--- src/hdl/lphm_pkg.sv ---
// ----------------------------------------------------------------------------
// lphm_pkg
// Shared types and constants for the linear probing hash map.
// ----------------------------------------------------------------------------
package lphm_pkg;

  localparam int Depth     = 256;
  localparam int IdxW      = 8;
  localparam int CntW      = 9;
  localparam int KeyW      = 32;
  localparam int ValW      = 32;
  localparam int QueueD    = 2;

  typedef enum logic [1:0] {
    OP_INSERT = 2'd0,
    OP_LOOKUP = 2'd1,
    OP_REMOVE = 2'd2,
    OP_NONE   = 2'd3
  } op_t;

  localparam logic [CntW-1:0] BucketCountReset = 9'd256;
  localparam logic [1:0]      RegBucketCount   = 2'd0;

  typedef struct packed {
    logic [1:0]      op;
    logic [KeyW-1:0] key;
    logic [ValW-1:0] value;
  } in_beat_t;

  typedef struct packed {
    logic            ok;
    logic [ValW-1:0] found_value;
    logic [CntW-1:0] entry_count;
  } out_beat_t;

  // classified request handed from front to back
  typedef struct packed {
    op_t             op;
    logic [KeyW-1:0] key;
    logic [ValW-1:0] value;
    logic [IdxW-1:0] home;
    logic [CntW-1:0] n;
  } req_t;

  typedef enum logic [2:0] {
    FR_IDLE,
    FR_REDUCE,
    FR_PUSH
  } front_state_t;

  typedef enum logic [2:0] {
    BK_IDLE,
    BK_READ,
    BK_CHECK,
    BK_WRITE,
    BK_RESULT
  } back_state_t;

endpackage

--- src/hdl/lphm_queue.sv ---
// ----------------------------------------------------------------------------
// lphm_queue
// Short queue of classified requests between front and back.
// ----------------------------------------------------------------------------
module lphm_queue import lphm_pkg::*; (
  input  logic clk,
  input  logic rst_n,
  input  logic wr_valid,
  output logic wr_ready,
  input  req_t wr_data,
  output logic rd_valid,
  input  logic rd_ready,
  output req_t rd_data
);

  req_t       mem_r [QueueD];
  logic       wp_r, rp_r;
  logic [1:0] cnt_r;
  logic       push, pop;

  assign wr_ready = (cnt_r != 2'(QueueD));
  assign rd_valid = (cnt_r != 2'd0);
  assign rd_data  = mem_r[rp_r];
  assign push     = wr_valid && wr_ready;
  assign pop      = rd_valid && rd_ready;

  // storage
  always_ff @(posedge clk) begin
    if (push) mem_r[wp_r] <= wr_data;
  end

  // pointers and fill
  always_ff @(posedge clk) begin
    if (!rst_n) begin
      wp_r  <= 1'b0;
      rp_r  <= 1'b0;
      cnt_r <= 2'd0;
    end else begin
      if (push) wp_r <= ~wp_r;
      if (pop)  rp_r <= ~rp_r;
      cnt_r <= cnt_r + 2'(push) - 2'(pop);
    end
  end

endmodule

--- config.mk ---
export PLATFORM = sky130hd
export DESIGN_NAME = lphm_queue
export DESIGN_NICKNAME = d
export VERILOG_FILES = /design/src/hdl/lphm_pkg.sv /design/src/hdl/lphm_queue.sv
export SDC_FILE = /design/constraint.sdc
export NUM_CORES = 1
export LEC_CHECK = 0
export BUFFER_PORTS_ARGS = -buffer_cell sky130_fd_sc_hd__buf_2
export CAP_MARGIN = 20
export CORE_ASPECT_RATIO = 1.2
export CORE_UTILIZATION = 45
export DETAILED_ROUTE_END_ITERATION = 7
export GPL_ROUTABILITY_DRIVEN = 0
export PLACE_DENSITY = 0.7
export RECOVER_POWER = 25
export SETUP_SLACK_MARGIN = 0.2
export SYNTH_ARGS = -nofsm -noshare
export SYNTH_HDL_FRONTEND = slang
export SYNTH_SLANG_ARGS = --single-unit
--- constraint.sdc ---
create_clock -name clk -period 6.3 [get_ports clk]
set_input_delay 1.26 -clock clk [delete_from_list [all_inputs] [get_ports clk]]
set_output_delay 1.26 -clock clk [all_outputs]
set_load 0.01 [all_outputs]
Word level (Yosys, flattened, before mapping)
Memory sizes are Yosys's and may differ from the RTL's. A register that Yosys moved wholly into a read port is not among the register bits.
Index checks and enable logic that the tools add are counted.
{"block": "classes", "n_reduce_logical": 3, "n_mux": 4, "addsub": 2, "n_eq_ne": 1, "bitwise": 2}
{"operator": "two-way mux 1 bit", "count": 4}
{"operator": "adder 2 x 1 -> 2 bit", "count": 1}
{"operator": "logical AND 1 bit", "count": 2}
{"operator": "inequality test 2 bit, second input constant", "count": 1}
{"operator": "inverter 1 bit", "count": 2}
{"operator": "nonzero test 2 bit", "count": 1}
{"operator": "subtractor 2 x 1 -> 2 bit", "count": 1}
{"block": "totals", "reg_bits": 4, "word_cells": 16, "memories": 1, "mem_bits_rw": 166, "inputBits": 87, "output_inout_bits": 85}
{"memory": "mem_r", "depth": 2, "width": 83, "rd": 1, "rd_ports_with_merged_regs": 1, "write_ports": 1, "line_no": "lphm_queue.sv:16", "source": "req_t mem_r [QueueD];"}

Logic depth before layout (Yosys ltp)
{"block": "depth", "ltp_word": 4, "ltp_mapped": 8, "depth_no_buf": 8}

Least setup slack after synthesis
No wires, ideal clock.
{"block": "synth_timing", "path_type": "input to register", "start": "in wr_valid", "end": "mem mem_r[0][0] (netlist name) (enable)", "setup_time_ps": 525, "path_slack_ps": 959, "arrival_time_ps": 4816, "stages": 2, "path_buffers": 0, "cell_sequence": "nand2_1 nor2_1"}
{"block": "synth_between", "elab_chain_cells": 3}
{"item": "from (decl)", "line_no": "lphm_queue.sv:8", "source": "input logic wr_valid,"}
{"item": "logical AND 1 bit", "line_no": "lphm_queue.sv:24", "source": "assign push = wr_valid && wr_ready;"}
{"item": "two-way mux 1 bit", "line_no": "lphm_queue.sv:29", "source": "if (push) mem_r[wp_r] <= wr_data;"}
{"item": "two-way mux 1 bit (not written as such)", "line_no": "lphm_queue.sv:29"}
{"item": "to (decl)", "line_no": "lphm_queue.sv:16"}
No other way between the ends.

==> impl_metrics.py <==
metrics = {
    "outcome": {
        "status": "finished with violations",
        "violations": "design-rule violations",
    },
    "run": {
        "max_cap_viol_count": 0,
    },
    "setup_path": {
        "worstSetupPathType": "flip-flop to output port",
        "r2r-end": "mem_r[0][59]$_DFFE_PP_",
        "cp.required_ns": 5.04,
        "critical_path_arrival_ns": 2.50,
        "slowest_delay_ns": 1.07,
        "r2r_start": "cnt_r[0]$_SDFF_PN0_",
        "worst-path-buf-inv": 2,
        "worstPathCellList": "buf_4 > mux2_4 > buf_2",
        "critPathSlowestCell": "dfxtp_4",
        "worstSetupEndpointType": "output port",
        "crit_path_start_kind": "flip-flop",
        "reg2reg_depth": 4,
        "rrSetupSlack_ns": 3.83,
        "crit_family": "flip-flops",
        "path_max_fanout": 61,
    },
    "cells_and_area": {
        "area_growth_pct": 23.9,
        "nets": 555,
        "final_core_util_pct": 56.8,
        "drive_gt1_share_pct": 57.2,
    },
    "clocking": {
        "postCtsSetupRepairBufs": 0,
        "cts_resized": 0,
        "cts_sinks": 171,
        "cts_inserted_buffers": 17,
        "clk_transition_reported_paths_ns": 0.06,
        "htreeDepth": 4,
        "clockRootBuffer": "clkbuf_16",
        "clockBufferDepth": 2,
        "cts_tree": "yes",
        "cts-hold-fix-buffers": 0,
        "clkLatencyLatePin_ns": 0.41,
    },
    "sta": {
        "fmax_mhz": 266,
        "final.setup_skew_ns": 0.00440,
        "hold_viol": 0,
        "fin_crit_sh_pct": 59.7,
        "rsz0062_at_grt": "no",
        "setup_violations": 0,
        "slew_headroom_pct": 28.4,
        "slew_viol_final": 0,
        "fin_setup_tns_ns": 0,
        "fin_crit_ns": 3.76,
        "tightestPinTransition_ns": 1.07,
    },
    "detailed_routing": {
        "drtIter0Drc": 143,
        "highest-signal-layer": "met5",
        "wl_met3_um": 736,
        "drc": 10,
        "dr_wl_met2_um": 5540,
        "vias": 3151,
        "postRouteAntennaNets": 0,
        "dr.pass1.iters": 8,
        "avgRoutedWirePerCell_um": 16.6,
        "totalWireLength_um": 10900,
        "via_per_inst": 4.81,
        "drt-met1-wl_um": 4360,
    },
    "synth": {
        "synth_cell_types": 19,
        "ys_ff_latch": 171,
        "syn_inst": 282,
        "syn-num-nets": 371,
        "syn_area_um2": 6570,
        "syn_area_per_cell_um2": 23.3,
        "yosys_warnings": 0,
        "ys_seq_area_share_pct": 77.4,
    },
    "floorplanning": {
        "std_cell_rows": 48,
        "dieArea_um2": 15100,
        "die_x_um": 112,
        "start_util_pct": 45.8,
        "die_y_um": 134,
        "ios": 172,
        "core_um2": 14400,
    },
    "power_and_ir_drop": {
        "p_per_area_nw_per_um2": 414,
        "ir_drop_uv": 368,
        "p_leak_uw": 0.00315,
        "finalPower_uw": 3380,
    },
    "hold_path": {
        "hp-class": "flip-flop to flip-flop",
        "hp-start": "wp_r$_SDFFE_PN0N_",
        "holdPathStages": 2,
        "holdPathEnd": "wp_r$_SDFFE_PN0N_",
    },
    "placed_design": {
        "hpwl_um": 7060,
        "port-buffer-count": 171,
    },
    "grt": {
        "grt_pass1_vias": 3255,
        "grt_max_degree": 62,
        "overflow": 0,
        "antenna_found_initial": 2,
        "track_usage_pct": 14.8,
        "grt_pass1_wl_um": 16400,
    },
}
==> worst reg2reg max path, stage by stage (launching register included) <==
cell      delay (ns)
dfxtp_1         0.36
nand2b_1        0.18
nand2_1         0.15
nor2_4          0.61
buf_4           0.77
==> cell type report <==
class / instances / area (um^2)
Inverter: 1 / 3.75
Clock inverter: 13 / 199
Multi-Input combinational cell: 101 / 1340
Timing Repair Buffer: 174 / 861
Clock buffer: 19 / 433
Antenna cell: 1 / 2.50
Fill cell: 1119 / 6210
Tap cell: 175 / 219
Sequential cell: 171 / 5090
==> metal layers <==
layer / up-vias / track usage, %
li1: 1478 / -
met1: 1533 / 16.4
met2: 120 / 25.1
met3: 18 / 5.69
met4: 2 / 7.41
met5: - / 0
==> synthesized netlist by cell type <==
| library cell | n | area [um^2] |
|---|---|---|
| or2_2 | 1 | 6.26 |
| xnor2_1 | 3 | 26.3 |
| ha_1 | 2 | 25.0 |
| and3_1 | 1 | 6.26 |
| buf_12 | 7 | 140 |
| nand2_1 | 2 | 7.51 |
| mux2_4 | 70 | 1050 |
| nor2_1 | 1 | 3.75 |
| nand2b_1 | 2 | 12.5 |
| and2_1 | 2 | 12.5 |
| mux2_2 | 13 | 146 |
| nor2b_1 | 2 | 12.5 |
| buf_6 | 1 | 11.3 |
| dfxtp_1 | 5 | 100 |
| inv_1 | 1 | 3.75 |
| o21a_1 | 1 | 7.51 |
| mux2i_1 | 1 | 10.0 |
| buf_2 | 1 | 5.00 |
| edfxtp_1 | 166 | 4980 |
==> kinds of logic (layout without fill, tap and decap cells) <==
| group | Yosys count | after routing | synth area share (%) |
|---|---|---|---|
| adders and majority gates | 2 | 2 | 0.381 |
| AOI/OAI and AO/OA | 1 | 1 | 0.114 |
| and+or+nand+nor | 11 | 11 | 0.933 |
| other | 0 | 1 | 0 |
| DFF | 171 | 171 | 77.4 |
| xor gates and xnor gates | 3 | 3 | 0.400 |
| buffers and inverters | 10 | 207 | 2.44 |
| muxes | 84 | 84 | 18.4 |
==> how the worst max path moves through the flow <==
stage	startpoint	end	slack (ns)	cells after the start
floorplan	wr_valid	mem_r[0][0]$_DFFE_PP_	0.96	2
global placement	flip-flop	rd_data[73]	2.97	3
detailed placement	flip-flop	rd_data[77]	2.91	3
CTS	flip-flop	rd_data[77]	2.45	3
global route	flip-flop	rd_data[77]	2.37	3
finish	flip-flop	rd_data[77]	2.54	3
==> registers in the layout (all words and copies together) (netlist names), named ones only <==
name,cells
mem_r,166
rp_r,1
cnt_r,2
wp_r,1
==> power by group <==
part | internal [uW] | switching, uW | total (uW)
combinational | 410 | 327 | 737
clock | 699 | 403 | 1100
sequential | 1430 | 104 | 1540
total | 2540 | 835 | 3380
==> cells in the final DEF, fill, tap and decap left out, drive strengths merged <==
cell type,n
xnor2,3
clkbuf,33
ha,2
or2,1
nand2,2
buf,160
and2,2
nor2b,2
nand2b,2
clkinvlp,2
bufinv,5
mux2,83
nor2,1
diode,1
mux2i,1
o21a,1
and3,1
dfxtp,5
inv,1
edfxtp,166
clkinv,6
==> per-stage QoR <==
stage	setup WS, ns	std cells	instance area [um^2]	hold WS, ns
2_1_floorplan	0.959	282	6570	0.455
3_3_place_gp	2.97	622	7530	0.510
3_5_place_dp	2.91	622	7530	0.528
4_1_cts	2.45	654	8160	0.535
5_1_grt	2.37	655	8150	0.571
6_report	2.54	655	8150	0.533
No activity file was read; power rests on OpenSTA's default activity.
