$ cat config.mk
export PLATFORM = sky130hd
export DESIGN_NAME = lphm_front
export DESIGN_NICKNAME = d
export VERILOG_FILES = /design/src/hdl/lphm_pkg.sv /design/src/hdl/lphm_front.sv
export SDC_FILE = /design/constraint.sdc
export NUM_CORES = 1
export LEC_CHECK = 0
export BUFFER_PORTS_ARGS = -buffer_cell sky130_fd_sc_hd__buf_2
export CAP_MARGIN = 20
export CORE_ASPECT_RATIO = 2
export CORE_UTILIZATION = 26
export CTS_BUF_LIST = sky130_fd_sc_hd__clkbuf_8
export CTS_CLUSTER_DIAMETER = 30
export DETAILED_ROUTE_END_ITERATION = 10
export GPL_ROUTABILITY_DRIVEN = 1
export GPL_TIMING_DRIVEN = 0
export MAX_ROUTING_LAYER = met4
export SLEW_MARGIN = 10
export SYNTH_ARGS = -nofsm -noshare
export SYNTH_HDL_FRONTEND = slang
export SYNTH_SLANG_ARGS = --single-unit
$ cat constraint.sdc
create_clock -name clk -period 5.1 [get_ports clk]
set_input_delay 0.255 -clock clk [delete_from_list [all_inputs] [get_ports clk]]
set_output_delay 0.255 -clock clk [all_outputs]
set_load 0.01 [all_outputs]
$ cat src/hdl/lphm_pkg.sv
// ----------------------------------------------------------------------------
// lphm_pkg
// Shared types and constants for the linear probing hash map.
// ----------------------------------------------------------------------------
package lphm_pkg;

  localparam int Depth     = 256;
  localparam int IdxW      = 8;
  localparam int CntW      = 9;
  localparam int KeyW      = 32;
  localparam int ValW      = 32;
  localparam int QueueD    = 2;

  typedef enum logic [1:0] {
    OP_INSERT = 2'd0,
    OP_LOOKUP = 2'd1,
    OP_REMOVE = 2'd2,
    OP_NONE   = 2'd3
  } op_t;

  localparam logic [CntW-1:0] BucketCountReset = 9'd256;
  localparam logic [1:0]      RegBucketCount   = 2'd0;

  typedef struct packed {
    logic [1:0]      op;
    logic [KeyW-1:0] key;
    logic [ValW-1:0] value;
  } in_beat_t;

  typedef struct packed {
    logic            ok;
    logic [ValW-1:0] found_value;
    logic [CntW-1:0] entry_count;
  } out_beat_t;

  // classified request handed from front to back
  typedef struct packed {
    op_t             op;
    logic [KeyW-1:0] key;
    logic [ValW-1:0] value;
    logic [IdxW-1:0] home;
    logic [CntW-1:0] n;
  } req_t;

  typedef enum logic [2:0] {
    FR_IDLE,
    FR_REDUCE,
    FR_PUSH
  } front_state_t;

  typedef enum logic [2:0] {
    BK_IDLE,
    BK_READ,
    BK_CHECK,
    BK_WRITE,
    BK_RESULT
  } back_state_t;

endpackage

$ cat src/hdl/lphm_front.sv
// ----------------------------------------------------------------------------
// lphm_front
// Accepts requests, clamps the bucket count and reduces the key to its
// home bucket by restoring subtraction, one bit per cycle.
// ----------------------------------------------------------------------------
module lphm_front import lphm_pkg::*; (
  input  logic            clk,
  input  logic            rst_n,
  input  logic            in_valid,
  output logic            in_ready,
  input  in_beat_t        in_data,
  input  logic [CntW-1:0] bucket_count,
  output logic            q_valid,
  input  logic            q_ready,
  output req_t            q_data
);

  front_state_t    state_r, state_nxt;
  req_t            req_r;
  logic [KeyW-1:0] rem_r;
  logic [5:0]      bit_r;
  logic [CntW-1:0] n_clamp;
  logic [KeyW:0]   trial;

  // clamp bucket count to 1..Depth
  always_comb begin
    n_clamp = bucket_count;
    if (bucket_count == '0) n_clamp = CntW'(1);
    if (bucket_count > CntW'(Depth)) n_clamp = CntW'(Depth);
  end

  // one restoring step of key modulo n
  always_comb begin
    trial = {rem_r, req_r.key[bit_r[4:0]]};
  end

  // next state
  always_comb begin
    state_nxt = state_r;
    unique case (state_r)
      FR_IDLE:   if (in_valid) state_nxt = FR_REDUCE;
      FR_REDUCE: if (bit_r == 6'd0) state_nxt = FR_PUSH;
      FR_PUSH:   if (q_ready) state_nxt = FR_IDLE;
      default:   state_nxt = FR_IDLE;
    endcase
  end

  // outputs
  always_comb begin
    in_ready = (state_r == FR_IDLE);
    q_valid  = (state_r == FR_PUSH);
    q_data   = req_r;
  end

  always_ff @(posedge clk) begin
    if (!rst_n) begin
      state_r <= FR_IDLE;
    end else begin
      state_r <= state_nxt;
    end
  end

  // datapath
  always_ff @(posedge clk) begin
    if (state_r == FR_IDLE && in_valid) begin
      req_r.op    <= op_t'(in_data.op);
      req_r.key   <= in_data.key;
      req_r.value <= in_data.value;
      req_r.n     <= n_clamp;
      req_r.home  <= '0;
      rem_r       <= '0;
      bit_r       <= 6'(KeyW - 1);
    end else if (state_r == FR_REDUCE) begin
      if (trial >= (KeyW+1)'(req_r.n)) begin
        rem_r <= KeyW'(trial - (KeyW+1)'(req_r.n));
        if (bit_r == 6'd0) req_r.home <= IdxW'(trial - (KeyW+1)'(req_r.n));
      end else begin
        rem_r <= KeyW'(trial);
        if (bit_r == 6'd0) req_r.home <= IdxW'(trial);
      end
      bit_r <= bit_r - 6'd1;
    end
  end

endmodule

* After elaboration in Yosys (flattened, before gate mapping)
Cells that the tools add are included.
** Word-level totals
- Register bits :: 124
- Input port bits :: 79
- Output and inout bits :: 85
** Cells by class
- Add/sub/neg operators :: 2
- Order comparisons :: 3
- Eq/ne operators :: 5
- Mux-type cells :: 11
- Reduce and logical (&&, ||, !) cells :: 7
** Operator list (number)
- $ge 33x9->1 :: 1
- $mux 32 :: 1
- $sub 32x9->32 :: 1
- $mux 8 :: 3
- $gt 9x9->1 const B :: 1
- $logic_not 9->1 :: 1
- $mux 3 :: 3
- $mux 9 :: 1
- $pmux 3 s3 :: 1
- $logic_not 6->1 :: 1
- $lt 5x6->1 const B :: 1
- $sub 6x1->6 const B :: 1
- $bmux 1 s5 :: 1
- $ne 2x2->1 const B :: 2
- $eq 3x1->1 const B :: 1
- $eq 3x2->1 const B :: 1
- $logic_not 3->1 :: 1
- $reduce_and 3->1 :: 1
- $ne 2x1->1 const B :: 1
- $reduce_and 2->1 :: 1
- $reduce_or 2->1 :: 1
- $logic_and 1x1->1 :: 1
- $mux 1 :: 1

* Depth between registers and ports, before layout
- Depth after elaboration :: 5
- Mapped depth :: 15

* Least setup slack after synthesis
Ideal clock, no wire load.
- Path kind :: flip-flop to flip-flop
- Start :: register bit_r[0]
- End :: register rem_r[12]
- Setup time :: 133 ps
- Arrival time :: 3795 ps
- Slack :: 1172 ps
- Stages on the path, launching flop included :: 16
- Path buffers :: 1
- Clock period less this slack :: 3928 ps
- Path through :: dfxtp_1 -> buf_2 -> mux4_2 -> mux4_2 -> mux2_2 -> inv_1 -> ha_1 -> inv_1 -> fa_1 -> a211oi_1 -> o21bai_1 -> a22oi_1 -> o31ai_4 -> nor4_1 -> xnor2_1 -> a21oi_1
** Between the ends
- Word-level cells in the longest chain between the ends :: 4
** Ends and longest elaborated chain
- start: declaration :: RTL line lphm_front.sv:21 : logic [5:0] bit_r;
- start signal: assignment :: RTL line lphm_front.sv:72 : bit_r <= 6'(KeyW - 1);
- start signal: assignment :: RTL line lphm_front.sv:81 : bit_r <= bit_r - 6'd1;
- $bmux 1 s5 * :: RTL line lphm_front.sv:34 : trial = {rem_r, req_r.key[bit_r[4:0]]};
- $mux 1 (implied by the code) * :: RTL line lphm_front.sv:34
- $sub 32x9->32 / $ge 33x9->1 (equally long branches)
- $mux 32 * :: RTL line lphm_front.sv:74 : if (trial >= (KeyW+1)'(req_r.n)) begin
- end signal: assignment :: RTL line lphm_front.sv:75 : rem_r <= KeyW'(trial - (KeyW+1)'(req_r.n));
- end signal: assignment :: RTL line lphm_front.sv:78 : rem_r <= KeyW'(trial);
- end: declaration :: RTL line lphm_front.sv:20 : logic [KeyW-1:0] rem_r;
Every way passes the cells marked *; elsewhere a longest branch is shown, timed or not. The select of a mux whose other input is x is not followed.
A chain may end at the register's enable or synchronous reset.

* Worst setup path in the final report
Ends and elaborated chain as after synthesis.

==> out/results.ini <==
[status]
status = finished, final reports clean

[timing]
max_freq_mhz = 217.5
max_slew_margin_pct = 41.87
tns_ns = 0
fin_crit_ns = 4.597
rsz0062_at_grt = no
drv_slew = 0
min_period_over_period_pct = 90.13
tightest_slew_ns = 0.8598
hold_viol = 0
setup_viol = 0
clock_skew_ns = 0.008770

[die]
num_rows = 74
ios = 164
die_h_um = 206.3
start_util_pct = 26.51
core_um2 = 20460
die_w_um = 104.1
die-area_um2 = 21480

[placed_design]
dpl.hpwl_um = 10990
globalplace.congestion = 0.8930
io_buffers = 163
placed_cells = 870

[detailed_routing]
dr.pass1.iters = 4
drc = 0
viasPerCell = 4.569
antenna_left = 0
detail_route.wirelength_um = 15010
drt_iter0_drc = 189
vias = 4423
wl_per_cell_um = 15.51

[hold_path]
hp-class = in2reg

[worst_setup_path]
critPathRequiredTime_ns = 5.42
cp_num_buf_inv = 3
cp_top_family = multiplexers
critPathMaxFanout = 10
reg2reg_setup_slack_ns = 0.50
slowest_delay_ns = 0.55
slowest_stage = mux4_2
start_kind = register
critPathKind = reg2reg
crit_path_end_kind = register
crit_chain = buf_2, mux4_2, mux4_2, mux2_2, inv_1, ha_1, inv_1, fa_1, a211oi_1, o21bai_1, a22oi_1, o31ai_4, nor4_1, xnor2_1, a21oi_1
arrival_ns = 4.91

[yosys]
syn_area_per_cell_um2 = 12.33
synth_mux_area_share_pct = 5.696
synthCells = 440
ys_seq_elements = 123
synth_common_cells = 75 x edfxtp_1, 48 x dfxtp_1, 36 x a21oi_1
ys_seq_area_share_pct = 59.23
yosys_warnings = 0
synth-simple-area-share_pct = 13.51
netlist_top_cells_area = edfxtp_1 42%, dfxtp_1 18%, mux4_2 4.2%
synth_fa_ha_area_share_pct = 3.367
ys.flop_type = edfxtp_1
synth_top_cell_by_area = edfxtp_1
synth_nets = 533
async_flop_share_pct = 0
synth_xor_area_share_pct = 5.005
synth_top_family_by_area = simple AND/OR/NAND/NOR gates
synth_compound_area_share_pct = 10.82
synth-edff-count = 75
netlist-cell-type-count = 56
syn_area_um2 = 5425
yosysMostFrequentCell = edfxtp_1
netlist.area_leader.share_pct = 41.51

[global_routing]
track_usage_pct = 14.62
gr-usage-met3_pct = 3.374
overflow = 0
grtUsageMet1_pct = 12.62
use_met2_pct = 28.38
top_usage_layer = met2
antenna_found_initial = 0
grt_max_degree = 52
grt_pass1_wl_um = 23240
grt_pass1_vias = 4611

[clock_network]
cts_buffers = 17
clockBufferDepth = 2
cts.repair.resized = 0
cts_tree = built
htreeDepth = 4
cts_root_buf = clkbuf_8
insertion_delay_ns = 0.45
cts.sinks = 123
postCtsSetupBuffers = 0
cts.reportedPaths.clkPinSlew_ns = 0.07

[pwr]
ir_worst_vdd_v = 0.0003405
combPwrFrac_pct = 31.1
power_switching_uw = 1113
internal-power_uw = 2322
swShare_pct = 32.40
clockPowerShare_pct = 29.6
power_leakage_uw = 0.003124
powerDensity_nw_per_um2 = 444.3
seqPwrFrac_pct = 39.3

[layout]
finalNonFillerCells = 968
drive_gt1_share_pct = 32.05
n_fill_cell = 1946
syn_to_final_growth_pct = 42.48
antenna_cells = 0
nets = 782

[run]
max_cap_viol_count = 0

## per-layer routing
layer,wire length (um),share of wire (%)
met1,5092,34
met2,8771,58
met3,563,3.8
met4,583,3.9
met5,0,0
## path summary, 6_finish.rpt
check / start / end / cells after the start
max: bit_r[0]$_SDFFE_PP1P_ / rem_r[12]$_SDFFE_PP0P_ / 15
min: rst_n / state_r[1]$_SDFFE_PN0P_ / 3
max reg2reg: bit_r[0]$_SDFFE_PP1P_ / rem_r[12]$_SDFFE_PP0P_ / 15
min reg2reg: q_data[11]$_SDFFE_PP0P_ / q_data[11]$_SDFFE_PP0P_ / 2
## kinds of logic (layout without fill, tap and decap cells)
family | after synthesis | in the layout
adder cells (fa/ha/maj) | 14 | 14
multiplexers | 18 | 18
flip-flops | 123 | 123
AND/OR/NAND/NOR | 124 | 124
XOR/XNOR | 31 | 31
buffers and inverters | 32 | 294
AO/OA/AOI/OAI | 98 | 98
## metrics by stage
stage | util, % | hold slack (ns) | setup WS (ns) | instance area, um^2 | total power [uW]
finish | 37.78 | 0.06037 | 0.5033 | 7730 | 3434
global route | 37.78 | 0.04428 | 0.2015 | 7730 | 3627
CTS | 37.78 | 0.03472 | 0.4326 | 7730 | 3459
detailed placement | 32.28 | 0.4331 | 0.4756 | 6605 | 2401
global placement | 32.13 | 0.4316 | 0.4371 | 6574 | 2389
floorplan | - | 0.3539 | 1.172 | 5425 | 2075
## power by group through the flow
stage	combinational [uW]	clock (uW)	sequential, uW
2_1_floorplan	692	0	1380
3_3_place_gp	1010	0	1380
3_5_place_dp	1030	0	1370
4_1_cts	1070	1030	1350
5_1_grt	1180	1080	1370
6_report	1070	1020	1350
## registers in the layout (all words and copies together), names as in the netlist
signal	flops
bit_r	6
q_data	83
rem_r	32
state_r	2
## repair_timing
item | 4_1_cts | 5_1_grt
endpoints found under the setup margin | 0 | 0
hold buffers | 66 | 0
hold endpoints to repair | 66 | 0
## placed cells by master (no fill, tap or decap), types with 4 or more instances in the layout
| cell | instances |
|---|---|
| a211oi_1 | 6 |
| a21o_1 | 4 |
| a21oi_1 | 36 |
| and2_1 | 9 |
| and3_1 | 4 |
| buf_2 | 164 |
| bufinv_16 | 6 |
| clkbuf_1 | 14 |
| clkbuf_8 | 17 |
| dfxtp_1 | 48 |
| dlygate4sd3_1 | 66 |
| edfxtp_1 | 75 |
| ha_1 | 13 |
| inv_1 | 17 |
| mux2i_1 | 5 |
| mux4_2 | 10 |
| nand2_1 | 18 |
| nand2b_1 | 5 |
| nand3_1 | 8 |
| nor2_1 | 32 |
| nor2b_1 | 5 |
| nor3_1 | 11 |
| nor4_1 | 8 |
| nor4_4 | 4 |
| o21ai_0 | 35 |
| xnor2_1 | 20 |
| xor2_1 | 11 |
## worst min-delay path: stages
cell and delay (ns):
buf_2 0.10, o21ai_0 0.07, nor2_1 0.04
## layout make-up
| type | count | area, um^2 | area share, % |
|---|---|---|---|
| timing repair buffer | 230 | 1504 | 19.46 |
| inverter | 15 | 56.30 | 0.7284 |
| clock inverter | 15 | 230.2 | 2.978 |
| buffer | 17 | 76.32 | 0.9874 |
| sequential | 123 | 3213 | 41.57 |
| tap | 266 | 332.8 | 4.306 |
| multi-input combinational | 285 | 2083 | 26.95 |
| clock buffer | 17 | 234.0 | 3.027 |
No activity file was read; power rests on OpenSTA's default activity.
